<file path="config.mk">
export PLATFORM = sky130hd
export DESIGN_NAME = bptc_apb_regs
export DESIGN_NICKNAME = d
export VERILOG_FILES = /design/src/rtl/baro_pressure_temp_compensation_top_macros.svh /design/src/rtl/bptc_pkg.sv /design/src/rtl/bptc_apb_regs.sv
export SDC_FILE = /design/constraint.sdc
export NUM_CORES = 1
export LEC_CHECK = 0
export BUFFER_PORTS_ARGS = -buffer_cell sky130_fd_sc_hd__buf_4
export CAP_MARGIN = 20
export CORE_AREA = 2 2 134 84
export CTS_CLUSTER_DIAMETER = 120
export DETAILED_ROUTE_END_ITERATION = 10
export DIE_AREA = 0 0 136 86
export GPL_TIMING_DRIVEN = 0
export PLACE_DENSITY_LB_ADDON = 0.15
export SLEW_MARGIN = 20
export SYNTH_ARGS = -nofsm -noshare
export SYNTH_HDL_FRONTEND = slang
export SYNTH_SLANG_ARGS = --single-unit
</file>
<file path="constraint.sdc">
create_clock -name i_clk -period 2.1 [get_ports i_clk]
set_input_delay 0.525 -clock i_clk [delete_from_list [all_inputs] [get_ports i_clk]]
set_output_delay 0.525 -clock i_clk [all_outputs]
set_load 0.02 [all_outputs]
</file>
<file path="src/rtl/baro_pressure_temp_compensation_top_macros.svh">
// Assertion macros for the barometric compensation block.
`ifndef BARO_PRESSURE_TEMP_COMPENSATION_TOP_MACROS_SVH
`define BARO_PRESSURE_TEMP_COMPENSATION_TOP_MACROS_SVH
`ifndef SYNTHESIS
`define BPTC_ASSERT_IMPLY(lbl, clk, rst_n, ante, cons) \
    lbl: assert property (@(posedge clk) disable iff (!rst_n) (ante) |-> cons) \
        else $error("bptc: implication check failed");
`define BPTC_ASSERT_ALWAYS(lbl, clk, rst_n, expr) \
    lbl: assert property (@(posedge clk) disable iff (!rst_n) (expr)) \
        else $error("bptc: invariant check failed");
`else
`define BPTC_ASSERT_IMPLY(lbl, clk, rst_n, ante, cons)
`define BPTC_ASSERT_ALWAYS(lbl, clk, rst_n, expr)
`endif
`endif

</file>
<file path="src/rtl/bptc_pkg.sv">
// Shared types, widths and constants of the barometric compensation pipeline.
`timescale 1ns / 1ps
package bptc_pkg;

    localparam int RAW_W      = 24;
    localparam int COEF_W     = 16;
    localparam int APB_AW     = 5;
    localparam int APB_DW     = 32;
    localparam int REG_IDX_W  = 3;
    localparam int LAT_CYCLES = 10;

    localparam int TOUT_W = 15;
    localparam int POUT_W = 17;

    // shift amounts of the integer scheme
    localparam int SH_C5   = 8;
    localparam int SH_C2   = 16;
    localparam int SH_C1   = 15;
    localparam int SH_TEMP = 23;
    localparam int SH_OFF  = 7;
    localparam int SH_SENS = 8;
    localparam int SH_T2   = 31;
    localparam int SH_P1   = 21;
    localparam int SH_P2   = 15;

    // intermediate widths, sized to the value ranges
    localparam int DT_W    = RAW_W + 1;
    localparam int LIN_W   = DT_W + COEF_W + 1;
    localparam int SQ_W    = 2 * DT_W;
    localparam int DTEMP_W = 18;
    localparam int T2_W    = 17;
    localparam int OFF_W   = 36;
    localparam int SENS_W  = 35;
    localparam int U_W     = DTEMP_W + 1;
    localparam int ASQ_W   = 2 * DTEMP_W;
    localparam int A_W     = ASQ_W - 1;
    localparam int BSQ_W   = 2 * U_W;
    localparam int B_W     = 36;
    localparam int CORR_W  = 40;
    localparam int TEMPF_W = 20;
    localparam int FIN_W   = 42;
    localparam int SPLIT   = SH_P1;
    localparam int HI_W    = FIN_W - SPLIT;
    localparam int PPLO_W  = RAW_W + SPLIT;
    localparam int PPHI_W  = RAW_W + 1 + HI_W;
    localparam int PROD_W  = PPHI_W + SPLIT;
    localparam int X_W     = PROD_W - SH_P1 + 1;
    localparam int P_W     = X_W - SH_P2;

    localparam int TEMP_REF  = 2000;
    localparam int TEMP_COLD = -1500;
    localparam int TEMP_MIN  = -4000;
    localparam int TEMP_MAX  = 8500;
    localparam int PRES_MIN  = 1000;
    localparam int PRES_MAX  = 120000;

    localparam int FROST_OFS = TEMP_REF - TEMP_COLD;
    localparam logic signed [DTEMP_W-1:0] DTEMP_FROST = DTEMP_W'(TEMP_COLD - TEMP_REF);

    typedef enum logic [REG_IDX_W-1:0] {
        REG_SENS     = 3'd0,
        REG_OFF      = 3'd1,
        REG_TCS      = 3'd2,
        REG_TCO      = 3'd3,
        REG_TREF     = 3'd4,
        REG_TEMPSENS = 3'd5
    } t_reg_idx;

    typedef struct packed {
        logic [COEF_W-1:0] sens;
        logic [COEF_W-1:0] off;
        logic [COEF_W-1:0] tcs;
        logic [COEF_W-1:0] tco;
        logic [COEF_W-1:0] tref;
        logic [COEF_W-1:0] tempsens;
    } t_coeffs;

    // first-order results
    typedef struct packed {
        logic                      valid;
        logic [RAW_W-1:0]          d1;
        logic signed [DTEMP_W-1:0] dtemp;
        logic [T2_W-1:0]           t2;
        logic signed [OFF_W-1:0]   off;
        logic signed [SENS_W-1:0]  sens;
    } t_base;

    // second-order corrected results
    typedef struct packed {
        logic                      valid;
        logic [RAW_W-1:0]          d1;
        logic signed [TEMPF_W-1:0] tempf;
        logic signed [FIN_W-1:0]   off_f;
        logic signed [FIN_W-1:0]   sens_f;
    } t_corr;

endpackage

</file>
<file path="src/rtl/bptc_apb_regs.sv">
// APB register file holding the six calibration words.
`timescale 1ns / 1ps
module bptc_apb_regs
    import bptc_pkg::*;
(
    input  logic              i_clk,
    input  logic              i_rst_n,
    input  logic              psel,
    input  logic              penable,
    input  logic              pwrite,
    input  logic [APB_AW-1:0] paddr,
    input  logic [APB_DW-1:0] pwdata,
    output logic [APB_DW-1:0] prdata,
    output logic              pready,
    output t_coeffs           o_coef
);

    t_coeffs  r_coef, n_coef;
    t_reg_idx w_idx;
    logic     w_wr;

    assign pready = 1'b1;
    assign w_idx  = t_reg_idx'(paddr[APB_AW-1:2]);
    assign w_wr   = psel & penable & pwrite & pready;

    always_comb begin
        n_coef = r_coef;
        if (w_wr) begin
            unique case (w_idx)
                REG_SENS:     n_coef.sens     = pwdata[COEF_W-1:0];
                REG_OFF:      n_coef.off      = pwdata[COEF_W-1:0];
                REG_TCS:      n_coef.tcs      = pwdata[COEF_W-1:0];
                REG_TCO:      n_coef.tco      = pwdata[COEF_W-1:0];
                REG_TREF:     n_coef.tref     = pwdata[COEF_W-1:0];
                REG_TEMPSENS: n_coef.tempsens = pwdata[COEF_W-1:0];
                default:      n_coef          = r_coef;
            endcase
        end
    end

    always_comb begin
        unique case (w_idx)
            REG_SENS:     prdata = APB_DW'(r_coef.sens);
            REG_OFF:      prdata = APB_DW'(r_coef.off);
            REG_TCS:      prdata = APB_DW'(r_coef.tcs);
            REG_TCO:      prdata = APB_DW'(r_coef.tco);
            REG_TREF:     prdata = APB_DW'(r_coef.tref);
            REG_TEMPSENS: prdata = APB_DW'(r_coef.tempsens);
            default:      prdata = '0;
        endcase
    end

    always_ff @(posedge i_clk) begin
        if (!i_rst_n) begin
            r_coef <= '0;
        end else begin
            r_coef <= n_coef;
        end
    end

    assign o_coef = r_coef;

endmodule

</file>
==> impl_metrics.ini <==
[outcome]
status = finished with violations
violations = negative setup slack

[cts]
clockBufferDepth = 2
cts_max_level = 3
numCtsBuffers = 9
clkSinkCount = 96
cts_hold_buf = 0
cts_root_buf = clkbuf_16
clkTransAtPathRegs_ps = 60
cts_tree = built
worstSkewPairLatency_ps = 350

[critical_path]
worstPathRequired_ps = 1570
crit_type = primary input to primary output
crit_arrival_ps = 1620
crit_path_start_kind = primary input
critPathMaxFanout = 5
reg2reg_slack_ps = 1370
end_kind = primary output

[timing]
max_freq_mhz = 467.0
slew_headroom = 0.4584
worst_pin_slew_ps = 812.4
rsz0062_at_grt = true
whs_ps = 475.3
maxSlewViolCount = 0
setup_viol = 7
fin_ws_ps = -41.35
fin_worst_skew_ps = 0
period_share = 1.020
min_period_ps = 2141
hold_viol = 0

[cells_and_area]
synthToLayoutAreaGrowth_pct = 45.56
diodes = 0
nFillCells = 850
layout_common_cells = 153 x buf_4, 116 x nand2_1, 102 x mux2i_1, 96 x dfxtp_1, 19 x mux2_2
drive_gt1_frac = 0.4152
nNetsFinal = 669
largest_reg_flops = 96
final_common_cell = buf_4

[global_route]
grt_max_degree = 15
gr-total-overflow = 0
grt_first_pass_wirelength_mm = 24.04
grt_antenna_before_repair = 0
track_usage = 0.2803
grt_pass1_vias = 4028

[logic_synthesis]
ys_types = 28
yosys.area.top_type_share = 0.4262
yosysWarnings = 0
synth_compound_area_frac = 0.06243
netlist_area_um2 = 4509
synthSimpleGateAreaFrac = 0.1360
yosys-top-cells-area = dfxtp_1 43%, mux2i_1 23%, nand2_1 9.7%
synth_mux_area_frac = 0.3011
seq_area_frac_synth = 0.4262
syn_inst = 451
synth_area_leader_cell = dfxtp_1
ys_ff_latch = 96
synthXorXnorAreaFrac = 0
synth_top_family_by_area = multiplexers
avgSynthCellArea_um2 = 9.999
synthAdderAreaFrac = 0

[pwr]
power.density_nw_per_um2 = 617.8
power.internal_mw = 3.064
total_power_mw = 4.055
switchingPower_mw = 0.9907
p_leak_nw = 2.726
pwr-share-clk = 0.428
seqPwrFrac = 0.455
swShare = 0.2443
power_frac_comb = 0.117
max-vdd-ir-drop_v = 0.0004113

[floorplanning]
die_h_um = 86
core_um2 = 10380
die_area_um2 = 11700
dieWidth_um = 136
rows = 29
start_util = 0.4345
io_pins = 171

[detailed_routing]
dr_wl_met2_mm = 7.185
postRouteAntennaNets = 0
wl_met3_mm = 1.645
wl_per_cell_um = 21.19
highest_layer = met4
via_per_inst = 5.403
firstDrtPassIters = 5
drt_wl_total_mm = 16.32
drt_iter0_drc = 306
drc = 0
wl_met1_mm = 7.297
num_vias = 4160

[placed_design]
place.gp.congestion = 0.7983
hpwlAfterDp_mm = 11.11
numPortBuffers = 133

[run]
cap_violations = 0

[hold_path]
min_path_type = register to register
[layout make-up]
type	instances	area, µm²	area share
plain buffers	47	429.2	0.06538
clock buffers	11	232.7	0.03546
repair buffers	151	1241	0.1891
flip-flops and latches	96	1922	0.2928
well taps	139	173.9	0.02650
clock inverters	4	70.07	0.01067
inverters	1	3.754	0.0005719
multi-input cells	321	2491	0.3795
[worst paths after layout]
kind,start,end,cells after the start
setup / recovery,paddr[2],prdata[12],7
hold / removal,o_coef[6],o_coef[6],2
setup reg to reg,o_coef[12],o_coef[12],2
hold reg to reg,o_coef[6],o_coef[6],2
[kinds of logic after synthesis]
kind of cell	Yosys count
simple gates	133
other cells	2
flops	96
buf+inv	49
compound gates	39
mux	132
[per-stage QoR]
| stage | cell area, µm² | cells | util | setup TNS, ps | worst slack (ps) |
|---|---|---|---|---|---|
| floorplan | 4599 | 466 | - | 0 | 2.431 |
| global placement | 5772 | 738 | 0.5562 | -7424 | -557.7 |
| detailed placement | 5772 | 738 | 0.5562 | -7257 | -551.9 |
| CTS | 6489 | 769 | 0.6253 | -138.3 | -38.13 |
| global route | 6564 | 770 | 0.6325 | -467.4 | -62.49 |
| finish | 6564 | 770 | 0.6325 | -104.4 | -41.35 |
[routing by layer]
layer | global-route usage | vias to the layer above
met2 | 0.4335 | 236
met1 | 0.3917 | 2022
li1 | - | 1884
met4 | 0.07102 | 0
met5 | 0 | -
met3 | 0.07092 | 18
[cell usage after synthesis]
cell type  instances
nor2_4             2
o21ai_0            9
inv_1              1
nor2_2             2
o211ai_1           3
a21oi_1            2
clkbuf_1          14
buf_2              4
mux2i_1          103
conb_1             2
nand4_4            1
nand2b_1           1
buf_6              8
nand4b_4           1
nor3_1             2
mux2_2            29
nor2b_1            3
a32oi_1            7
a221oi_1           2
a22oi_1           14
buf_4             21
dfxtp_1           96
nand2_1          116
a221o_1            2
nor3b_1            1
and2_1             1
nor3_4             3
buf_1              1
[power groups by stage]
stage	combinational, mW	sequential [mW]	clock [mW]
CTS	0.458	1.85	1.74
global route	0.496	1.85	1.82
global placement	0.371	1.89	0
detailed placement	0.376	1.89	0
floorplan	0.214	1.90	0
finish	0.475	1.85	1.73
[repair_timing]
action,CTS,global route
pin swaps,9,10
gates resized for setup,56,24
endpoints found under the hold margin,0,0
buffers inserted,15,2
gates cloned,2,0
endpoints found under the setup margin,16,16
[worst max-delay path, cell delays in order]
cell and delay, ps:
buf_12 120, buf_12 140, nor2b_4 140, buf_8 130
a32oi_2 220, o211ai_1 150, buf_4 180
No activity file was read; power rests on OpenSTA's default activity.
