### config.mk
export PLATFORM = sky130hd
export DESIGN_NAME = bptc_base
export DESIGN_NICKNAME = d
export VERILOG_FILES = /design/src/rtl/baro_pressure_temp_compensation_top_macros.svh /design/src/rtl/bptc_pkg.sv /design/src/rtl/bptc_base.sv
export SDC_FILE = /design/constraint.sdc
export NUM_CORES = 2
export LEC_CHECK = 0
export BUFFER_PORTS_ARGS = -buffer_cell sky130_fd_sc_hd__buf_2
export CAP_MARGIN = 20
export CORE_ASPECT_RATIO = 0.6
export CORE_MARGIN = 10
export CORE_UTILIZATION = 59
export DETAILED_ROUTE_END_ITERATION = 16
export HOLD_SLACK_MARGIN = 0.12
export PLACE_DENSITY_LB_ADDON = 0.15
export SKIP_LAST_GASP = 1
export SLEW_MARGIN = 10
export SYNTH_ARGS = -nofsm -noshare
export SYNTH_HDL_FRONTEND = slang
export SYNTH_SLANG_ARGS = --single-unit
### constraint.sdc
create_clock -name i_clk -period 7.93 [get_ports i_clk]
set_input_delay 1.586 -clock i_clk [delete_from_list [all_inputs] [get_ports i_clk]]
set_output_delay 1.586 -clock i_clk [all_outputs]
set_load 0.1 [all_outputs]
### src/rtl/baro_pressure_temp_compensation_top_macros.svh
// Assertion macros for the barometric compensation block.
`ifndef BARO_PRESSURE_TEMP_COMPENSATION_TOP_MACROS_SVH
`define BARO_PRESSURE_TEMP_COMPENSATION_TOP_MACROS_SVH
`ifndef SYNTHESIS
`define BPTC_ASSERT_IMPLY(lbl, clk, rst_n, ante, cons) \
    lbl: assert property (@(posedge clk) disable iff (!rst_n) (ante) |-> cons) \
        else $error("bptc: implication check failed");
`define BPTC_ASSERT_ALWAYS(lbl, clk, rst_n, expr) \
    lbl: assert property (@(posedge clk) disable iff (!rst_n) (expr)) \
        else $error("bptc: invariant check failed");
`else
`define BPTC_ASSERT_IMPLY(lbl, clk, rst_n, ante, cons)
`define BPTC_ASSERT_ALWAYS(lbl, clk, rst_n, expr)
`endif
`endif

### src/rtl/bptc_pkg.sv
// Shared types, widths and constants of the barometric compensation pipeline.
`timescale 1ns / 1ps
package bptc_pkg;

    localparam int RAW_W      = 24;
    localparam int COEF_W     = 16;
    localparam int APB_AW     = 5;
    localparam int APB_DW     = 32;
    localparam int REG_IDX_W  = 3;
    localparam int LAT_CYCLES = 10;

    localparam int TOUT_W = 15;
    localparam int POUT_W = 17;

    // shift amounts of the integer scheme
    localparam int SH_C5   = 8;
    localparam int SH_C2   = 16;
    localparam int SH_C1   = 15;
    localparam int SH_TEMP = 23;
    localparam int SH_OFF  = 7;
    localparam int SH_SENS = 8;
    localparam int SH_T2   = 31;
    localparam int SH_P1   = 21;
    localparam int SH_P2   = 15;

    // intermediate widths, sized to the value ranges
    localparam int DT_W    = RAW_W + 1;
    localparam int LIN_W   = DT_W + COEF_W + 1;
    localparam int SQ_W    = 2 * DT_W;
    localparam int DTEMP_W = 18;
    localparam int T2_W    = 17;
    localparam int OFF_W   = 36;
    localparam int SENS_W  = 35;
    localparam int U_W     = DTEMP_W + 1;
    localparam int ASQ_W   = 2 * DTEMP_W;
    localparam int A_W     = ASQ_W - 1;
    localparam int BSQ_W   = 2 * U_W;
    localparam int B_W     = 36;
    localparam int CORR_W  = 40;
    localparam int TEMPF_W = 20;
    localparam int FIN_W   = 42;
    localparam int SPLIT   = SH_P1;
    localparam int HI_W    = FIN_W - SPLIT;
    localparam int PPLO_W  = RAW_W + SPLIT;
    localparam int PPHI_W  = RAW_W + 1 + HI_W;
    localparam int PROD_W  = PPHI_W + SPLIT;
    localparam int X_W     = PROD_W - SH_P1 + 1;
    localparam int P_W     = X_W - SH_P2;

    localparam int TEMP_REF  = 2000;
    localparam int TEMP_COLD = -1500;
    localparam int TEMP_MIN  = -4000;
    localparam int TEMP_MAX  = 8500;
    localparam int PRES_MIN  = 1000;
    localparam int PRES_MAX  = 120000;

    localparam int FROST_OFS = TEMP_REF - TEMP_COLD;
    localparam logic signed [DTEMP_W-1:0] DTEMP_FROST = DTEMP_W'(TEMP_COLD - TEMP_REF);

    typedef enum logic [REG_IDX_W-1:0] {
        REG_SENS     = 3'd0,
        REG_OFF      = 3'd1,
        REG_TCS      = 3'd2,
        REG_TCO      = 3'd3,
        REG_TREF     = 3'd4,
        REG_TEMPSENS = 3'd5
    } t_reg_idx;

    typedef struct packed {
        logic [COEF_W-1:0] sens;
        logic [COEF_W-1:0] off;
        logic [COEF_W-1:0] tcs;
        logic [COEF_W-1:0] tco;
        logic [COEF_W-1:0] tref;
        logic [COEF_W-1:0] tempsens;
    } t_coeffs;

    // first-order results
    typedef struct packed {
        logic                      valid;
        logic [RAW_W-1:0]          d1;
        logic signed [DTEMP_W-1:0] dtemp;
        logic [T2_W-1:0]           t2;
        logic signed [OFF_W-1:0]   off;
        logic signed [SENS_W-1:0]  sens;
    } t_base;

    // second-order corrected results
    typedef struct packed {
        logic                      valid;
        logic [RAW_W-1:0]          d1;
        logic signed [TEMPF_W-1:0] tempf;
        logic signed [FIN_W-1:0]   off_f;
        logic signed [FIN_W-1:0]   sens_f;
    } t_corr;

endpackage

### src/rtl/bptc_base.sv
// Stages 1-3: temperature difference, linear products, first-order TEMP/OFF/SENS.
`timescale 1ns / 1ps
module bptc_base
    import bptc_pkg::*;
(
    input  logic             i_clk,
    input  logic             i_rst_n,
    input  logic             i_valid,
    input  logic [RAW_W-1:0] i_raw_pressure,
    input  logic [RAW_W-1:0] i_raw_temperature,
    input  t_coeffs          i_coef,
    output t_base            o_base
);

    logic                      r_v1, r_v2, r_v3;
    logic [RAW_W-1:0]          r_d1_s1, r_d1_s2, r_d1_s3;
    logic signed [DT_W-1:0]    r_dt, n_dt;
    logic signed [LIN_W-1:0]   r_mt, r_mo, r_ms, n_mt, n_mo, n_ms;
    logic signed [SQ_W-1:0]    r_mdd, n_mdd;
    logic signed [DTEMP_W-1:0] r_dtemp, n_dtemp;
    logic [T2_W-1:0]           r_t2, n_t2;
    logic signed [OFF_W-1:0]   r_off, n_off;
    logic signed [SENS_W-1:0]  r_sens, n_sens;

    always_comb begin
        // dT = D2 - C5 * 2^8
        n_dt = $signed({1'b0, i_raw_temperature})
             - $signed({1'b0, i_coef.tref, {SH_C5{1'b0}}});

        n_mt  = LIN_W'(r_dt) * LIN_W'($signed({1'b0, i_coef.tempsens}));
        n_mo  = LIN_W'(r_dt) * LIN_W'($signed({1'b0, i_coef.tco}));
        n_ms  = LIN_W'(r_dt) * LIN_W'($signed({1'b0, i_coef.tcs}));
        n_mdd = SQ_W'(r_dt) * SQ_W'(r_dt);

        // arithmetic shifts are plain bit selects of the signed products
        n_dtemp = $signed(r_mt[SH_TEMP+DTEMP_W-1:SH_TEMP]);
        n_t2    = r_mdd[SH_T2+T2_W-1:SH_T2];
        n_off   = $signed(OFF_W'({i_coef.off, {SH_C2{1'b0}}}))
                + OFF_W'($signed(r_mo[LIN_W-1:SH_OFF]));
        n_sens  = $signed(SENS_W'({i_coef.sens, {SH_C1{1'b0}}}))
                + SENS_W'($signed(r_ms[LIN_W-1:SH_SENS]));
    end

    always_ff @(posedge i_clk) begin
        if (!i_rst_n) begin
            r_v1 <= 1'b0;
            r_v2 <= 1'b0;
            r_v3 <= 1'b0;
        end else begin
            r_v1 <= i_valid;
            r_v2 <= r_v1;
            r_v3 <= r_v2;
        end
    end

    always_ff @(posedge i_clk) begin
        r_d1_s1 <= i_raw_pressure;
        r_dt    <= n_dt;
        r_d1_s2 <= r_d1_s1;
        r_mt    <= n_mt;
        r_mo    <= n_mo;
        r_ms    <= n_ms;
        r_mdd   <= n_mdd;
        r_d1_s3 <= r_d1_s2;
        r_dtemp <= n_dtemp;
        r_t2    <= n_t2;
        r_off   <= n_off;
        r_sens  <= n_sens;
    end

    always_comb begin
        o_base.valid = r_v3;
        o_base.d1    = r_d1_s3;
        o_base.dtemp = r_dtemp;
        o_base.t2    = r_t2;
        o_base.off   = r_off;
        o_base.sens  = r_sens;
    end

endmodule

==> flow_summary.ini <==
[status]
status = finished clean

[synth]
ys_seq_area_share_pct = 9.01
synth_most_common_cell = inv_1
ys_types = 57
synth_top_family_by_area = adder cells
synthMuxAreaShare_pct = 0.0145
synth_flop_cell = dfxtp_1
yosysWarnings = 0
synth_fa_ha_area_share_pct = 60.0
synth_xor_area_share_pct = 2.26
yosys_register_bits = 310
synth_area_um2 = 68800
synth.avg_cell_area_um2 = 9.52
synth_nets = 9632
netlist_top_cells_count = inv_1 (2,015), fa_1 (1,755), nand2_1 (925)
synth-edff-count = 0
yosys.area.top_type_share_pct = 51.0
synth-compound-area-share_pct = 3.21
synthSimpleGateAreaFrac_pct = 12.8
syn_inst = 7235
yosysTopAreaCell = fa_1
synthTopCellsByArea = fa_1 (51%), inv_1 (11%), dfxtp_1 (9.0%)
async_flop_share_pct = 0

[drt]
vias = 46500
drc = 0
ant_nets = 0
wl_mm = 166
drt-initial-drc-count = 3325
viasPerCell = 5.15
drt-pass1-iter-count = 6
wl_per_cell_um = 18.4

[worst_setup_path]
required_ns = 8.51
slowest_delay_ns = 0.59
path_common_cell = fa_1
crit_slowest_cell = fa_1
crit_fanout = 11
arrival_ns = 8.27
crit_path_end_kind = register
path_class = register to register
startpoint_type = register

[clock_network]
root_buffer = clkbuf_16
insertion_delay_ns = 0.67
cts_max_path_buffers = 3
htree_levels = 1
clock-sinks = 310
cts_made_buffers = 30
clk_pin_slew_ns = 0.06
cts_setup_buffers = 0
cts_tree = done

[timing]
fin_crit_sh_pct = 97.0
setup_viol = 0
skew_ns = 0.0263
rsz0062_at_grt = false
max_freq_mhz = 130
slew_headroom_pct = 37.4
tns_ns = 0
max_slew.worst_pin.slew_ns = 0.939
maxSlewViolCount = 0
hold_viol = 0
min_period_ns = 7.69

[global_route]
grt_max_degree = 64
antenna_found_initial = 18
grt_pass1_wl_mm = 274
grt_pass1_vias = 50700
grt_usage_pct = 26.2
grt-ovfl-total = 0

[cells_and_area]
design_area_um2 = 74000
fill_cells = 9592
fin_util_pct = 64.3
final_cells = 9029
drive_gt1_share_pct = 7.96
nNetsFinal = 9875
syn_to_final_growth_pct = 7.44

[placed_design]
dp_cells = 8965
place_area_um2 = 72900
dp_hpwl_mm = 141
gp_congestion = 0.922
port_buffers = 277

[floorplan]
top_level_ports = 278
start_util_pct = 59.8
die_y_um = 285
coreArea_um2 = 115000
dieArea_um2 = 131000
dieWidth_um = 461
row_count = 96

[min_path]
hold_path.class = register to register

[job]
drv_cap = 0
[state kept, by name, indices dropped and copies added, names as in the netlist, 18 cells and up]
register  cells
r_d1_s3      24
r_d1_s2      24
r_dt         25
r_d1_s1      24
r_ms         34
r_sens       35
r_mo         35
r_mt         18
r_off        36
r_dtemp      18
[logic make-up (layout without fill, tap and decap cells)]
group,Yosys count,after routing
AOI/OAI and AO/OA,343,343
muxes,1,1
buffers and inverters,2316,2582
xor gates and xnor gates,178,178
and+or+nand+nor,1837,1837
other,0,9
adders and majority gates,2250,2250
DFF,310,310
[stage by stage]
stage	hold WS [ns]	setup WS (ns)
final	0.315	0.240
after global routing	0.324	0.00567
after CTS	0.298	0.0612
after detailed placement	0.312	0.00823
after global placement	0.309	0.0854
after floorplan	0.310	0.412
[final cells by class]
cell class              count  area [µm²]  share of cell area [%]
inverters                2015        7560                    10.2
multi-input cells        4609       54000                    72.9
repair buffers            512        3280                    4.44
diodes                      9        22.5                  0.0304
well taps                1519        1900                    2.57
flip-flops and latches    310        6260                    8.46
clock inverters            14         135                   0.183
clock buffers              41         852                    1.15
[path summary, 6_finish.rpt]
kind / from / end / slack (ns) / depth (start not counted)
worst max-delay path: r_dt[17] / r_mdd[46] / 0.24 / 26
worst min-delay path: r_d1_s2[17] / r_d1_s3[17] / 0.31 / 0
worst max register to register: r_dt[17] / r_mdd[46] / 0.24 / 26
worst min register to register: r_d1_s2[17] / r_d1_s3[17] / 0.31 / 0
[per-layer routing]
layer | up-vias | global-route usage [%] | wire [µm]
li1 | 21100 | - | -
met1 | 23400 | 38.3 | 72400
met2 | 1792 | 38.4 | 71400
met3 | 186 | 8.75 | 18900
met4 | 8 | 4.61 | 3230
met5 | - | 0 | 43
[critical path, delay by kind of cell (launching register included)]
family	cells	cell delay, ns
xor+xnor	1	0.13
simple gates	4	1.30
fa+ha+maj	8	3.88
flops	1	0.57
compound gates	6	1.11
buf+inv	7	0.63
[layout by cell type, fill, tap and decap left out, drive strengths merged, types with 9 or more instances in the layout]
cell and n:
a211oi 10, a21boi 14, a21o 49, a21oi 106, a31oi 14, and2 616
and3 22, buf 512, clkbuf 41, dfxtp 310, diode 9, fa 1755
ha 495, inv 2017, nand2 925, nand2b 19, nand3 25, nor2 118
nor2b 41, nor3 29, o21a 15, o21ai 64, o21bai 15, o31ai 9
or3 14, xnor2 123, xor2 55
[repair_timing]
action                                  CTS  global route
endpoints found under the setup margin    0             5
gates resized for setup                   0            14
hold buffers                              0             0
Power is not shown: default switching activity piles up to over one toggle a cycle in this logic, so the estimate is an artifact.
