--- src/rtl/baro_pressure_temp_compensation_top_macros.svh ---
// Assertion macros for the barometric compensation block.
`ifndef BARO_PRESSURE_TEMP_COMPENSATION_TOP_MACROS_SVH
`define BARO_PRESSURE_TEMP_COMPENSATION_TOP_MACROS_SVH
`ifndef SYNTHESIS
`define BPTC_ASSERT_IMPLY(lbl, clk, rst_n, ante, cons) \
    lbl: assert property (@(posedge clk) disable iff (!rst_n) (ante) |-> cons) \
        else $error("bptc: implication check failed");
`define BPTC_ASSERT_ALWAYS(lbl, clk, rst_n, expr) \
    lbl: assert property (@(posedge clk) disable iff (!rst_n) (expr)) \
        else $error("bptc: invariant check failed");
`else
`define BPTC_ASSERT_IMPLY(lbl, clk, rst_n, ante, cons)
`define BPTC_ASSERT_ALWAYS(lbl, clk, rst_n, expr)
`endif
`endif

--- src/rtl/bptc_pkg.sv ---
// Shared types, widths and constants of the barometric compensation pipeline.
`timescale 1ns / 1ps
package bptc_pkg;

    localparam int RAW_W      = 24;
    localparam int COEF_W     = 16;
    localparam int APB_AW     = 5;
    localparam int APB_DW     = 32;
    localparam int REG_IDX_W  = 3;
    localparam int LAT_CYCLES = 10;

    localparam int TOUT_W = 15;
    localparam int POUT_W = 17;

    // shift amounts of the integer scheme
    localparam int SH_C5   = 8;
    localparam int SH_C2   = 16;
    localparam int SH_C1   = 15;
    localparam int SH_TEMP = 23;
    localparam int SH_OFF  = 7;
    localparam int SH_SENS = 8;
    localparam int SH_T2   = 31;
    localparam int SH_P1   = 21;
    localparam int SH_P2   = 15;

    // intermediate widths, sized to the value ranges
    localparam int DT_W    = RAW_W + 1;
    localparam int LIN_W   = DT_W + COEF_W + 1;
    localparam int SQ_W    = 2 * DT_W;
    localparam int DTEMP_W = 18;
    localparam int T2_W    = 17;
    localparam int OFF_W   = 36;
    localparam int SENS_W  = 35;
    localparam int U_W     = DTEMP_W + 1;
    localparam int ASQ_W   = 2 * DTEMP_W;
    localparam int A_W     = ASQ_W - 1;
    localparam int BSQ_W   = 2 * U_W;
    localparam int B_W     = 36;
    localparam int CORR_W  = 40;
    localparam int TEMPF_W = 20;
    localparam int FIN_W   = 42;
    localparam int SPLIT   = SH_P1;
    localparam int HI_W    = FIN_W - SPLIT;
    localparam int PPLO_W  = RAW_W + SPLIT;
    localparam int PPHI_W  = RAW_W + 1 + HI_W;
    localparam int PROD_W  = PPHI_W + SPLIT;
    localparam int X_W     = PROD_W - SH_P1 + 1;
    localparam int P_W     = X_W - SH_P2;

    localparam int TEMP_REF  = 2000;
    localparam int TEMP_COLD = -1500;
    localparam int TEMP_MIN  = -4000;
    localparam int TEMP_MAX  = 8500;
    localparam int PRES_MIN  = 1000;
    localparam int PRES_MAX  = 120000;

    localparam int FROST_OFS = TEMP_REF - TEMP_COLD;
    localparam logic signed [DTEMP_W-1:0] DTEMP_FROST = DTEMP_W'(TEMP_COLD - TEMP_REF);

    typedef enum logic [REG_IDX_W-1:0] {
        REG_SENS     = 3'd0,
        REG_OFF      = 3'd1,
        REG_TCS      = 3'd2,
        REG_TCO      = 3'd3,
        REG_TREF     = 3'd4,
        REG_TEMPSENS = 3'd5
    } t_reg_idx;

    typedef struct packed {
        logic [COEF_W-1:0] sens;
        logic [COEF_W-1:0] off;
        logic [COEF_W-1:0] tcs;
        logic [COEF_W-1:0] tco;
        logic [COEF_W-1:0] tref;
        logic [COEF_W-1:0] tempsens;
    } t_coeffs;

    // first-order results
    typedef struct packed {
        logic                      valid;
        logic [RAW_W-1:0]          d1;
        logic signed [DTEMP_W-1:0] dtemp;
        logic [T2_W-1:0]           t2;
        logic signed [OFF_W-1:0]   off;
        logic signed [SENS_W-1:0]  sens;
    } t_base;

    // second-order corrected results
    typedef struct packed {
        logic                      valid;
        logic [RAW_W-1:0]          d1;
        logic signed [TEMPF_W-1:0] tempf;
        logic signed [FIN_W-1:0]   off_f;
        logic signed [FIN_W-1:0]   sens_f;
    } t_corr;

endpackage

--- src/rtl/bptc_corr.sv ---
// Stages 4-6: second-order corrections below 20 C and -15 C.
`timescale 1ns / 1ps
module bptc_corr
    import bptc_pkg::*;
(
    input  logic  i_clk,
    input  logic  i_rst_n,
    input  t_base i_base,
    output t_corr o_corr
);

    logic signed [DTEMP_W-1:0] w_dtemp;
    logic signed [OFF_W-1:0]   w_off;
    logic signed [SENS_W-1:0]  w_sens;
    logic signed [ASQ_W-1:0]   w_asq;
    logic signed [U_W-1:0]     w_u;
    logic signed [BSQ_W-1:0]   w_bsq;
    logic [A_W+1:0]            w_a5;
    logic [B_W+2:0]            w_b7;
    logic [B_W+3:0]            w_b11;

    logic                      r_v4, r_v5, r_v6;
    logic [RAW_W-1:0]          r_d1_s4, r_d1_s5, r_d1_s6;
    logic [A_W-1:0]            r_a, n_a;
    logic [B_W-1:0]            r_b, n_b;
    logic                      r_cold, r_frost, n_cold, n_frost;
    logic signed [DTEMP_W-1:0] r_dtemp_s4;
    logic [T2_W-1:0]           r_t2_s4;
    logic signed [OFF_W-1:0]   r_off_s4, r_off_s5;
    logic signed [SENS_W-1:0]  r_sens_s4, r_sens_s5;
    logic [CORR_W-1:0]         r_off2, r_sens2, n_off2, n_sens2;
    logic signed [TEMPF_W-1:0] r_tempf_s5, r_tempf_s6, n_tempf;
    logic signed [FIN_W-1:0]   r_off_f, r_sens_f, n_off_f, n_sens_f;

    assign w_dtemp = i_base.dtemp;
    assign w_off   = i_base.off;
    assign w_sens  = i_base.sens;

    always_comb begin
        // a = (TEMP-2000)^2, b = (TEMP+1500)^2
        w_asq   = ASQ_W'(w_dtemp) * ASQ_W'(w_dtemp);
        w_u     = U_W'(w_dtemp) + U_W'(FROST_OFS);
        w_bsq   = BSQ_W'(w_u) * BSQ_W'(w_u);
        n_a     = w_asq[A_W-1:0];
        n_b     = w_bsq[B_W-1:0];
        n_cold  = w_dtemp[DTEMP_W-1];
        n_frost = w_dtemp < DTEMP_FROST;

        w_a5  = (A_W+2)'({r_a, 2'b00}) + (A_W+2)'(r_a);
        w_b7  = (B_W+3)'({r_b, 3'b000}) - (B_W+3)'(r_b);
        w_b11 = (B_W+4)'({r_b, 3'b000}) + (B_W+4)'({r_b, 1'b0}) + (B_W+4)'(r_b);

        n_off2  = '0;
        n_sens2 = '0;
        if (r_cold) begin
            n_off2  = CORR_W'(w_a5 >> 1) + (r_frost ? CORR_W'(w_b7) : '0);
            n_sens2 = CORR_W'(w_a5 >> 2) + (r_frost ? CORR_W'(w_b11 >> 1) : '0);
        end
        n_tempf = TEMPF_W'(TEMP_REF) + TEMPF_W'(r_dtemp_s4)
                - (r_cold ? TEMPF_W'(r_t2_s4) : '0);

        n_off_f  = FIN_W'(r_off_s5) - FIN_W'(r_off2);
        n_sens_f = FIN_W'(r_sens_s5) - FIN_W'(r_sens2);
    end

    always_ff @(posedge i_clk) begin
        if (!i_rst_n) begin
            r_v4 <= 1'b0;
            r_v5 <= 1'b0;
            r_v6 <= 1'b0;
        end else begin
            r_v4 <= i_base.valid;
            r_v5 <= r_v4;
            r_v6 <= r_v5;
        end
    end

    always_ff @(posedge i_clk) begin
        r_d1_s4    <= i_base.d1;
        r_a        <= n_a;
        r_b        <= n_b;
        r_cold     <= n_cold;
        r_frost    <= n_frost;
        r_dtemp_s4 <= w_dtemp;
        r_t2_s4    <= i_base.t2;
        r_off_s4   <= w_off;
        r_sens_s4  <= w_sens;
        r_d1_s5    <= r_d1_s4;
        r_off2     <= n_off2;
        r_sens2    <= n_sens2;
        r_tempf_s5 <= n_tempf;
        r_off_s5   <= r_off_s4;
        r_sens_s5  <= r_sens_s4;
        r_d1_s6    <= r_d1_s5;
        r_tempf_s6 <= r_tempf_s5;
        r_off_f    <= n_off_f;
        r_sens_f   <= n_sens_f;
    end

    always_comb begin
        o_corr.valid  = r_v6;
        o_corr.d1     = r_d1_s6;
        o_corr.tempf  = r_tempf_s6;
        o_corr.off_f  = r_off_f;
        o_corr.sens_f = r_sens_f;
    end

endmodule

--- config.mk ---
export PLATFORM = sky130hd
export DESIGN_NAME = bptc_corr
export DESIGN_NICKNAME = d
export VERILOG_FILES = /design/src/rtl/baro_pressure_temp_compensation_top_macros.svh /design/src/rtl/bptc_pkg.sv /design/src/rtl/bptc_corr.sv
export SDC_FILE = /design/constraint.sdc
export NUM_CORES = 2
export LEC_CHECK = 0
export ABC_AREA = 1
export BUFFER_PORTS_ARGS = -buffer_cell sky130_fd_sc_hd__buf_2
export CAP_MARGIN = 30
export CORE_UTILIZATION = 45
export CTS_BUF_LIST = sky130_fd_sc_hd__clkbuf_8 sky130_fd_sc_hd__clkbuf_16
export DETAILED_ROUTE_END_ITERATION = 10
export PLACE_DENSITY = 0.67
export REMOVE_ABC_BUFFERS = 1
export SYNTH_ARGS = -nofsm -noshare
export SYNTH_HDL_FRONTEND = slang
export SYNTH_SLANG_ARGS = --single-unit
export TNS_END_PERCENT = 50
--- constraint.sdc ---
create_clock -name i_clk -period 7.74 [get_ports i_clk]
set_input_delay 0.774 -clock i_clk [delete_from_list [all_inputs] [get_ports i_clk]]
set_output_delay 0.774 -clock i_clk [all_outputs]
set_load 0.01 [all_outputs]
==> results.sh <==
export IMPL_rsz0062_at_grt="false"
export IMPL_numCtsBuffers=52
export IMPL_worstPathMaxFanout=4
export IMPL_place_congestion=0.942
export IMPL_worstSkewPairLatency_ps=640
export IMPL_ys_async_sr_fraction_pct=0
export IMPL_port_buffer_count=261
export IMPL_ys_warn_count=0
export IMPL_fin_crit_sh_pct=94.3
export IMPL_crit_required_ps=8320
export IMPL_ant_nets=0
export IMPL_max_cap_violations=0
export IMPL_finalSetupViolCount=0
export IMPL_worst_ep_arrival_time_ps=7870
export IMPL_synth_xor_area_share_pct=4.30
export IMPL_skew_ps=20.4
export IMPL_via_count=41500
export IMPL_grt_pass1_vias=42500
export IMPL_drtPass1Iterations=5
export IMPL_antenna_found_initial=1
export IMPL_wl_per_cell_um=17.1
export IMPL_syn_cell_area_sq_um=50700
export IMPL_fin_crit_ps=7300
export IMPL_max_stage_delay_ps=600
export IMPL_cts_htree_levels=2
export IMPL_synth_top_family_by_area="adder cells"
export IMPL_fp_coreArea_sq_um=111000
export IMPL_avgViaCountPerCell=5.06
export IMPL_row_count=122
export IMPL_drt_iter0_drc=2867
export IMPL_dp_cells=8101
export IMPL_hold_viol_final=0
export IMPL_die_width_um=338
export IMPL_die_height_um=338
export IMPL_synth_compound_area_share_pct=11.2
export IMPL_design_die_area_sq_um=114000
export IMPL_final_max_slew_viol_count=0
export IMPL_synth_top_area_cell="fa_1"
export IMPL_hold_path_class="in -> reg"
export IMPL_clk_pin_slew_ps=70
export IMPL_max_freq_ghz=0.137
export IMPL_slew_headroom_pct=32.1
export IMPL_yosys_area_share_simple_pct=15.2
export IMPL_initial_utilization_pct=45.6
export IMPL_clock_sinks=522
export IMPL_grt_max_degree=74
export IMPL_status="finished clean"
export IMPL_grt_ovfl_total=0
export IMPL_dp_hpwl_um=121000
export IMPL_final_cell_mix="inv_1 (1,346), nand2_1 (1,051), fa_1 (650)"
export IMPL_cts_buffer_depth=3
export IMPL_whs_ps=232
export IMPL_cp_start_kind="input port"
export IMPL_cts_root_buf="clkbuf_16"
export IMPL_ys_flop_type="dfxtp_1"
export IMPL_seq_area_frac_synth_pct=20.6
export IMPL_grt_usage_pct=24.9
export IMPL_critPathKind="in -> reg"
export IMPL_synth_top_area_share_pct=25.6
export IMPL_drc=0
export IMPL_wl_um=140000
export IMPL_synthAdderAreaFrac_pct=38.0
export IMPL_ys_top_cells_by_area="fa_1 (26%), dfxtp_1 (21%), ha_1 (12%)"
export IMPL_synth_area_per_cell_sq_um=8.07
export IMPL_ys_ff_latch=522
export IMPL_final_common_cell="inv_1"
export IMPL_synthToLayoutAreaGrowth_pct=11.5
export IMPL_final_core_util_pct=50.8
export IMPL_synth_edf_count=0
export IMPL_post_route_cells_drive_above_1_share_pct=8.12
export IMPL_nNetsFinal=7950
export IMPL_fin_cells=8197
export IMPL_crit_top_cell="fa_1"
export IMPL_grt_pass1_wl_um=225000
export IMPL_diodes=0
export IMPL_cts_setup_buffers=0
export IMPL_ys_types=61
export IMPL_io_pin_count=262
export IMPL_synth_mux_area_share_pct=0
export IMPL_cts_resized=0
export IMPL_slowest_stage="fa_1"
export IMPL_syn_inst=6284
export IMPL_ctsHoldBuffers=0
export IMPL_max_slew_worst_pin_slew_ps=1020
export IMPL_end_kind="flop"
export IMPL_cts_tree="yes"
[per-stage QoR]
step                      TNS (ps)  worst slack [ps]  cell area [sq um]
after floorplan               -386              -149              50400
after CTS                        0               502              56600
after global routing             0              46.7              56600
after global placement       -99.8             -50.0              54700
after detailed placement      -548              -160              54700
final                            0               443              56600
[Yosys cell counts (54+ instances only)]
master and instances:
clkbuf_1 54, nor2_1 563, nand2_1 1051, ha_1 500, inv_1 1342, xor2_1 147
nand3_1 145, xnor2_1 99, dfxtp_1 522, fa_1 650, o21ai_0 276, a21oi_1 504
[final cells by class]
cell class / instances / area, sq um
Sequential cell: 522 / 10500
Multi-Input combinational cell: 4321 / 34800
Inverter: 1357 / 5100
Clock buffer: 52 / 1300
Tap cell: 1488 / 1860
Fill cell: 10800 / 54700
Timing Repair Buffer: 413 / 2460
Clock inverter: 44 / 548
[layer usage]
layer,vias to the layer above,routed length [um],GRT usage (%)
li1,20300,-,-
met1,19700,65200,34.6
met2,1232,62200,40.6
met3,202,8180,2.63
met4,2,4470,7.85
met5,-,15,0
[path summary, 6_finish.rpt]
kind	from	to	slack [ps]	cells past startpoint
hold reg to reg	r_tempf_s5[1]$_DFF_P_	r_tempf_s6[1]$_DFF_P_	320	0
setup / recovery	i_base[91]	r_b[35]$_DFF_P_	440	35
hold / removal	i_base[78]	r_t2_s4[7]$_DFF_P_	230	1
setup reg to reg	r_b[4]$_DFF_P_	r_sens2[30]$_SDFF_PN0_	2510	24
[sequential cells by signal, indices dropped and copies added (netlist names), 20 cells and up]
| register | count |
|---|---|
| r_sens2 | 39 |
| r_off2 | 40 |
| r_sens_s5 | 35 |
| r_off_f | 42 |
| r_sens_f | 42 |
| r_tempf_s6 | 20 |
| r_b | 34 |
| r_d1_s5 | 24 |
| r_sens_s4 | 35 |
| r_d1_s4 | 24 |
| r_tempf_s5 | 20 |
| r_a | 32 |
| r_off_s4 | 36 |
| r_d1_s6 | 24 |
| r_off_s5 | 36 |
[critical path: cells and delay by family]
family | cells | cell delay, ps
buf+inv | 10 | 1030
simple gates | 9 | 860
fa+ha+maj | 9 | 3800
compound gates | 7 | 1390
[cell families after synthesis]
| family | count (synthesis) |
|---|---|
| AND/OR/NAND/NOR | 1906 |
| buffers and inverters | 1441 |
| adder cells (fa/ha/maj) | 1150 |
| AO/OA/AOI/OAI | 1017 |
| flip-flops | 522 |
| XOR/XNOR | 247 |
| other | 1 |
Power is not shown: default switching activity piles up to over one toggle a cycle in this logic, so the estimate is an artifact.
