===== src/rtl/baro_pressure_temp_compensation_top_macros.svh =====
// Assertion macros for the barometric compensation block.
`ifndef BARO_PRESSURE_TEMP_COMPENSATION_TOP_MACROS_SVH
`define BARO_PRESSURE_TEMP_COMPENSATION_TOP_MACROS_SVH
`ifndef SYNTHESIS
`define BPTC_ASSERT_IMPLY(lbl, clk, rst_n, ante, cons) \
    lbl: assert property (@(posedge clk) disable iff (!rst_n) (ante) |-> cons) \
        else $error("bptc: implication check failed");
`define BPTC_ASSERT_ALWAYS(lbl, clk, rst_n, expr) \
    lbl: assert property (@(posedge clk) disable iff (!rst_n) (expr)) \
        else $error("bptc: invariant check failed");
`else
`define BPTC_ASSERT_IMPLY(lbl, clk, rst_n, ante, cons)
`define BPTC_ASSERT_ALWAYS(lbl, clk, rst_n, expr)
`endif
`endif


===== src/rtl/bptc_pkg.sv =====
// Shared types, widths and constants of the barometric compensation pipeline.
`timescale 1ns / 1ps
package bptc_pkg;

    localparam int RAW_W      = 24;
    localparam int COEF_W     = 16;
    localparam int APB_AW     = 5;
    localparam int APB_DW     = 32;
    localparam int REG_IDX_W  = 3;
    localparam int LAT_CYCLES = 10;

    localparam int TOUT_W = 15;
    localparam int POUT_W = 17;

    // shift amounts of the integer scheme
    localparam int SH_C5   = 8;
    localparam int SH_C2   = 16;
    localparam int SH_C1   = 15;
    localparam int SH_TEMP = 23;
    localparam int SH_OFF  = 7;
    localparam int SH_SENS = 8;
    localparam int SH_T2   = 31;
    localparam int SH_P1   = 21;
    localparam int SH_P2   = 15;

    // intermediate widths, sized to the value ranges
    localparam int DT_W    = RAW_W + 1;
    localparam int LIN_W   = DT_W + COEF_W + 1;
    localparam int SQ_W    = 2 * DT_W;
    localparam int DTEMP_W = 18;
    localparam int T2_W    = 17;
    localparam int OFF_W   = 36;
    localparam int SENS_W  = 35;
    localparam int U_W     = DTEMP_W + 1;
    localparam int ASQ_W   = 2 * DTEMP_W;
    localparam int A_W     = ASQ_W - 1;
    localparam int BSQ_W   = 2 * U_W;
    localparam int B_W     = 36;
    localparam int CORR_W  = 40;
    localparam int TEMPF_W = 20;
    localparam int FIN_W   = 42;
    localparam int SPLIT   = SH_P1;
    localparam int HI_W    = FIN_W - SPLIT;
    localparam int PPLO_W  = RAW_W + SPLIT;
    localparam int PPHI_W  = RAW_W + 1 + HI_W;
    localparam int PROD_W  = PPHI_W + SPLIT;
    localparam int X_W     = PROD_W - SH_P1 + 1;
    localparam int P_W     = X_W - SH_P2;

    localparam int TEMP_REF  = 2000;
    localparam int TEMP_COLD = -1500;
    localparam int TEMP_MIN  = -4000;
    localparam int TEMP_MAX  = 8500;
    localparam int PRES_MIN  = 1000;
    localparam int PRES_MAX  = 120000;

    localparam int FROST_OFS = TEMP_REF - TEMP_COLD;
    localparam logic signed [DTEMP_W-1:0] DTEMP_FROST = DTEMP_W'(TEMP_COLD - TEMP_REF);

    typedef enum logic [REG_IDX_W-1:0] {
        REG_SENS     = 3'd0,
        REG_OFF      = 3'd1,
        REG_TCS      = 3'd2,
        REG_TCO      = 3'd3,
        REG_TREF     = 3'd4,
        REG_TEMPSENS = 3'd5
    } t_reg_idx;

    typedef struct packed {
        logic [COEF_W-1:0] sens;
        logic [COEF_W-1:0] off;
        logic [COEF_W-1:0] tcs;
        logic [COEF_W-1:0] tco;
        logic [COEF_W-1:0] tref;
        logic [COEF_W-1:0] tempsens;
    } t_coeffs;

    // first-order results
    typedef struct packed {
        logic                      valid;
        logic [RAW_W-1:0]          d1;
        logic signed [DTEMP_W-1:0] dtemp;
        logic [T2_W-1:0]           t2;
        logic signed [OFF_W-1:0]   off;
        logic signed [SENS_W-1:0]  sens;
    } t_base;

    // second-order corrected results
    typedef struct packed {
        logic                      valid;
        logic [RAW_W-1:0]          d1;
        logic signed [TEMPF_W-1:0] tempf;
        logic signed [FIN_W-1:0]   off_f;
        logic signed [FIN_W-1:0]   sens_f;
    } t_corr;

endpackage


===== src/rtl/bptc_press.sv =====
// Stages 7-10: split D1*SENS product, pressure shifts, range clamp and output register.
`timescale 1ns / 1ps
module bptc_press
    import bptc_pkg::*;
(
    input  logic                     i_clk,
    input  logic                     i_rst_n,
    input  t_corr                    i_corr,
    output logic                     o_done,
    output logic signed [TOUT_W-1:0] o_temperature_c,
    output logic [POUT_W-1:0]        o_pressure_mbar,
    output logic                     o_clamped
);

    logic signed [TEMPF_W-1:0] w_tempf;
    logic signed [FIN_W-1:0]   w_sens_f;
    logic signed [HI_W-1:0]    w_hi;
    logic signed [X_W-1:0]     w_x;
    logic                      w_tlo, w_thi, w_plo, w_phi;

    logic                      r_v7, r_v8, r_v9, r_done;
    logic [PPLO_W-1:0]         r_pp_lo, n_pp_lo;
    logic signed [PPHI_W-1:0]  r_pp_hi, n_pp_hi;
    logic signed [FIN_W-1:0]   r_off_s7, r_off_s8;
    logic signed [TEMPF_W-1:0] r_tempf_s7, r_tempf_s8, r_tempf_s9;
    logic signed [PROD_W-1:0]  r_prod, n_prod;
    logic signed [P_W-1:0]     r_p, n_p;
    logic signed [TOUT_W-1:0]  r_temp_o, n_temp_o;
    logic [POUT_W-1:0]         r_pres_o, n_pres_o;
    logic                      r_clamped_o, n_clamped_o;

    assign w_tempf  = i_corr.tempf;
    assign w_sens_f = i_corr.sens_f;
    assign w_hi     = w_sens_f[FIN_W-1:SPLIT];

    always_comb begin
        // D1 * SENS as two partial products
        n_pp_lo = PPLO_W'(i_corr.d1) * PPLO_W'(w_sens_f[SPLIT-1:0]);
        n_pp_hi = PPHI_W'($signed({1'b0, i_corr.d1})) * PPHI_W'(w_hi);

        n_prod = $signed({r_pp_hi, {SPLIT{1'b0}}}) + $signed(PROD_W'(r_pp_lo));

        w_x = X_W'($signed(r_prod[PROD_W-1:SH_P1])) - X_W'(r_off_s8);
        n_p = $signed(w_x[X_W-1:SH_P2]);

        w_tlo = r_tempf_s9 < TEMPF_W'(TEMP_MIN);
        w_thi = r_tempf_s9 > TEMPF_W'(TEMP_MAX);
        w_plo = r_p < P_W'(PRES_MIN);
        w_phi = r_p > P_W'(PRES_MAX);

        if (w_tlo) begin
            n_temp_o = TOUT_W'(TEMP_MIN);
        end else if (w_thi) begin
            n_temp_o = TOUT_W'(TEMP_MAX);
        end else begin
            n_temp_o = r_tempf_s9[TOUT_W-1:0];
        end
        if (w_plo) begin
            n_pres_o = POUT_W'(PRES_MIN);
        end else if (w_phi) begin
            n_pres_o = POUT_W'(PRES_MAX);
        end else begin
            n_pres_o = r_p[POUT_W-1:0];
        end
        n_clamped_o = w_tlo | w_thi | w_plo | w_phi;
    end

    always_ff @(posedge i_clk) begin
        if (!i_rst_n) begin
            r_v7   <= 1'b0;
            r_v8   <= 1'b0;
            r_v9   <= 1'b0;
            r_done <= 1'b0;
        end else begin
            r_v7   <= i_corr.valid;
            r_v8   <= r_v7;
            r_v9   <= r_v8;
            r_done <= r_v9;
        end
    end

    always_ff @(posedge i_clk) begin
        r_pp_lo     <= n_pp_lo;
        r_pp_hi     <= n_pp_hi;
        r_off_s7    <= i_corr.off_f;
        r_tempf_s7  <= w_tempf;
        r_prod      <= n_prod;
        r_off_s8    <= r_off_s7;
        r_tempf_s8  <= r_tempf_s7;
        r_p         <= n_p;
        r_tempf_s9  <= r_tempf_s8;
        r_temp_o    <= n_temp_o;
        r_pres_o    <= n_pres_o;
        r_clamped_o <= n_clamped_o;
    end

    assign o_done          = r_done;
    assign o_temperature_c = r_temp_o;
    assign o_pressure_mbar = r_pres_o;
    assign o_clamped       = r_clamped_o;

endmodule


===== config.mk =====
export PLATFORM = sky130hd
export DESIGN_NAME = bptc_press
export DESIGN_NICKNAME = d
export VERILOG_FILES = /design/src/rtl/baro_pressure_temp_compensation_top_macros.svh /design/src/rtl/bptc_pkg.sv /design/src/rtl/bptc_press.sv
export SDC_FILE = /design/constraint.sdc
export NUM_CORES = 2
export LEC_CHECK = 0
export BUFFER_PORTS_ARGS = -buffer_cell sky130_fd_sc_hd__buf_2
export CORE_ASPECT_RATIO = 1.2
export CORE_MARGIN = 3
export CORE_UTILIZATION = 52
export CTS_CLUSTER_DIAMETER = 60
export DETAILED_ROUTE_END_ITERATION = 16
export PLACE_DENSITY = 0.69
export SLEW_MARGIN = 20
export SYNTH_ARGS = -nofsm -noshare
export SYNTH_HDL_FRONTEND = slang
export SYNTH_SLANG_ARGS = --single-unit
export TNS_END_PERCENT = 30

===== constraint.sdc =====
create_clock -name i_clk -period 22.5 [get_ports i_clk]
set_clock_uncertainty 0.1 [all_clocks]
set_input_delay 4.5 -clock i_clk [delete_from_list [all_inputs] [get_ports i_clk]]
set_output_delay 4.5 -clock i_clk [all_outputs]
set_load 0.03 [all_outputs]

==> results.md <==
* Final Hold Fails at 0
* Startpoint types: input port
* Via count at 30.9k
* Initial antenna violation count at 9
* Critical-path maximum fanout at 42
* Pin count of the biggest net entering global routing at 43
* Reg2reg end: r_prod[49]
* Num ports at around 170
* Syn_area_per_cell at slightly above 9 um^2
* Final Max Slew Viols at 0
* CTS tree: yes
* Max-slew headroom at 26.9%
* Number of flops mapped to enable cells by yosys at 0
* CTS resizes at 0
* Min-delay src: r_off_s7[5]
* Final routed DRC violation total at 0
* Max Buffers Root-to-Sink at 3
* Max_cap viols at 0
* Detailed Route Iter0 Violations at ~1.7k
* Seq/Total Area, Yosys at 15.1%
* Clock latency on the worst-skew pair at 0.55 ns
* Post-CTS setup buffer count at 0
* Wire length per cell at about 18 um
* Worst Reg2Reg Path Length in Cells at 12
* Worst-margin pin slew at 1.10 ns
* Share of cells above drive strength 1 at under 10%
* Hpwl dp at around 81,000 um
* Final Critical Period at between 10 and 15 ns
* Cell count after synthesis at around 4.7k
* Setup TNS at 0 ns
* Worst setup EP type: flop
* Async set-reset flop share out of synthesis at 0%
* First-pass GRT wire length at ~170,000 um
* Die Height at around 320 um
* Endpoints failing setup at 0
* HP Class: reg -> reg
* Mapped Area at around 0.044 mm^2
* Synth warn at 0
* Syn nets at around 6k
* Vias in the first global route at around 33k
* Yosys cell types at 66
* Antenna-violating nets left at 0
* Die ar. at between 0.08 and 0.09 mm^2
* Cts bufs inserted at 26
* Clock Tree Root: clkbuf_16
* Post-Route WL at about 110,000 um
* Predominant post-synthesis flop cell: dfxtp_1
* Core Region at 0.0826 mm^2
* H-tree Lvls at 1
* #FFs+latches synth at approximately 330
* Detailed Routing Iterations Pass 1 at 6
* Critical path class: in -> reg
* Number of port buffers at 164
* FF-to-FF setup slack at 19.15 ns
* Gr usage total at 25.0%
* Max Fclk at between 0.08 and 0.09 GHz
* Hold path depth at 0
* # rows at roughly 120
* RSZ-0062 raised after global routing: no
* Starting Density at a little over half
* Final net count at a little over 6k
* Period utilization at 52.2%
* Gpl congestion at about 0.9
* Status: finished, final reports clean
* Clock slew at reported path FFs at approximately 0.08 ns
* Gr ovfl total at 0
* Clock Sinks at between 300 and 400
* Reg-to-reg startpoint: r_pp_lo[21]
* Worst Path Required at between 20 and 25 ns
* Layout Area Growth over Synthesis at 5.77%
* Hold-fix buffers, CTS at 0
* Worst path arrival time at between 10 and 15 ns
* Via density at 5.29
* Die X at roughly 270 um
* Worst Hold Endpoint: r_off_s8[5]
==> cell usage in the layout (no fill, tap or decap), types with 43 or more instances in the layout <==
master,synthesis,final
xnor2_1,92,92
and2_1,488,488
inv_1,1013,1013
a21o_1,82,82
nor2_1,87,87
fa_1,831,831
nand3_1,43,43
dfxtp_1,329,329
ha_1,404,404
buf_2,1,164
a21oi_1,128,128
nand2_1,591,591
o21ai_0,66,66
==> critical path, cell delays in order <==
cell,delay [ns]
buf_2,0.81
and2_1,0.27
fa_1,0.40
inv_1,0.08
fa_1,0.43
fa_1,0.51
inv_1,0.05
fa_1,0.59
fa_1,0.45
fa_1,0.50
inv_1,0.05
fa_1,0.47
inv_1,0.05
ha_1,0.32
a21oi_1,0.22
o21ai_0,0.15
a2111oi_0,0.41
o211ai_1,0.15
o21ai_1,0.62
o21ai_1,0.21
a41oi_1,0.50
o21ai_0,0.18
xnor2_1,0.15
==> cell usage after synthesis, drive strengths merged (10+ instances only) <==
cell type | count | area [um^2]
ha | 404 | 5050
nor3 | 21 | 105
and3 | 31 | 194
nand4 | 26 | 163
a21oi | 128 | 641
inv | 1013 | 3800
nand2b | 29 | 181
and2 | 488 | 3050
o21ai | 69 | 345
fa | 831 | 16600
o21a | 10 | 75.1
o21bai | 20 | 150
nand3 | 43 | 215
xnor2 | 92 | 806
nor2b | 29 | 181
clkbuf | 201 | 754
xor2 | 38 | 333
a31oi | 18 | 113
nor2 | 87 | 327
a21o | 83 | 624
a2111oi | 11 | 121
dfxtp | 329 | 6590
nand2 | 591 | 2220
==> state kept, by name (all words and copies together), names as in the netlist, 15 cells and up <==
register / cells
o_pressure_mbar: 17
o_temperature_c: 15
r_off_s7: 42
r_off_s8: 42
r_p: 32
r_pp_hi: 46
r_pp_lo: 24
r_prod: 46
r_tempf_s7: 20
r_tempf_s8: 20
r_tempf_s9: 20
==> layer usage <==
| metal | GRT usage [%] | up-vias | part of all wire, % |
|---|---|---|---|
| li1 | - | 14200 | - |
| met1 | 32.2 | 15400 | 41 |
| met2 | 42.6 | 1119 | 48 |
| met3 | 4.35 | 195 | 7.6 |
| met4 | 9.08 | 8 | 3.8 |
| met5 | 0 | - | 0.045 |
==> worst max-delay path by stage <==
stage / start / endpoint / slack, ns / cells past startpoint
after detailed placement: i_corr[115] / r_pp_lo[35] / 10.33 / 22
after CTS: i_corr[115] / r_pp_lo[35] / 10.89 / 22
after global routing: i_corr[114] / r_pp_lo[37] / 10.36 / 23
after floorplan: i_corr[109] / r_pp_hi[43] / 11.60 / 24
after global placement: i_corr[115] / r_pp_lo[35] / 10.40 / 22
final: i_corr[114] / r_pp_lo[35] / 10.75 / 23
==> metrics by stage <==
step	area (um^2)	setup slack [ns]	instances	hold WS [ns]	util (%)
after floorplan	43600	11.60	4706	0.210	-
after global placement	45200	10.40	5800	0.210	54.7
after detailed placement	45200	10.33	5800	0.212	54.7
after CTS	46100	10.89	5848	0.230	55.8
after global routing	46100	10.36	5848	0.232	55.8
final	46100	10.75	5851	0.223	55.8
==> cells by family (layout without fill, tap and decap cells) <==
kind of cell	after synthesis	count (layout)	share of synthesized area, %
AO/OA/AOI/OAI	413	413	6.21
XOR/XNOR	130	130	2.61
adder cells (fa/ha/maj)	1235	1235	49.7
buffers and inverters	1215	1246	10.5
flip-flops	329	329	15.1
multiplexers	1	1	0.0230
other	0	3	0
AND/OR/NAND/NOR	1383	1383	15.8
==> final cells by class <==
class / instances / area [um^2]
clock inverter: 18 / 191
inverter: 1013 / 3800
sequential: 329 / 6590
multi-input combinational: 3162 / 32500
clock buffer: 30 / 707
timing repair buffer: 185 / 978
tap: 1111 / 1390
fill: 7510 / 36500
antenna: 3 / 7.51
Power is not shown: default switching activity piles up to over one toggle a cycle in this logic, so the estimate is an artifact.
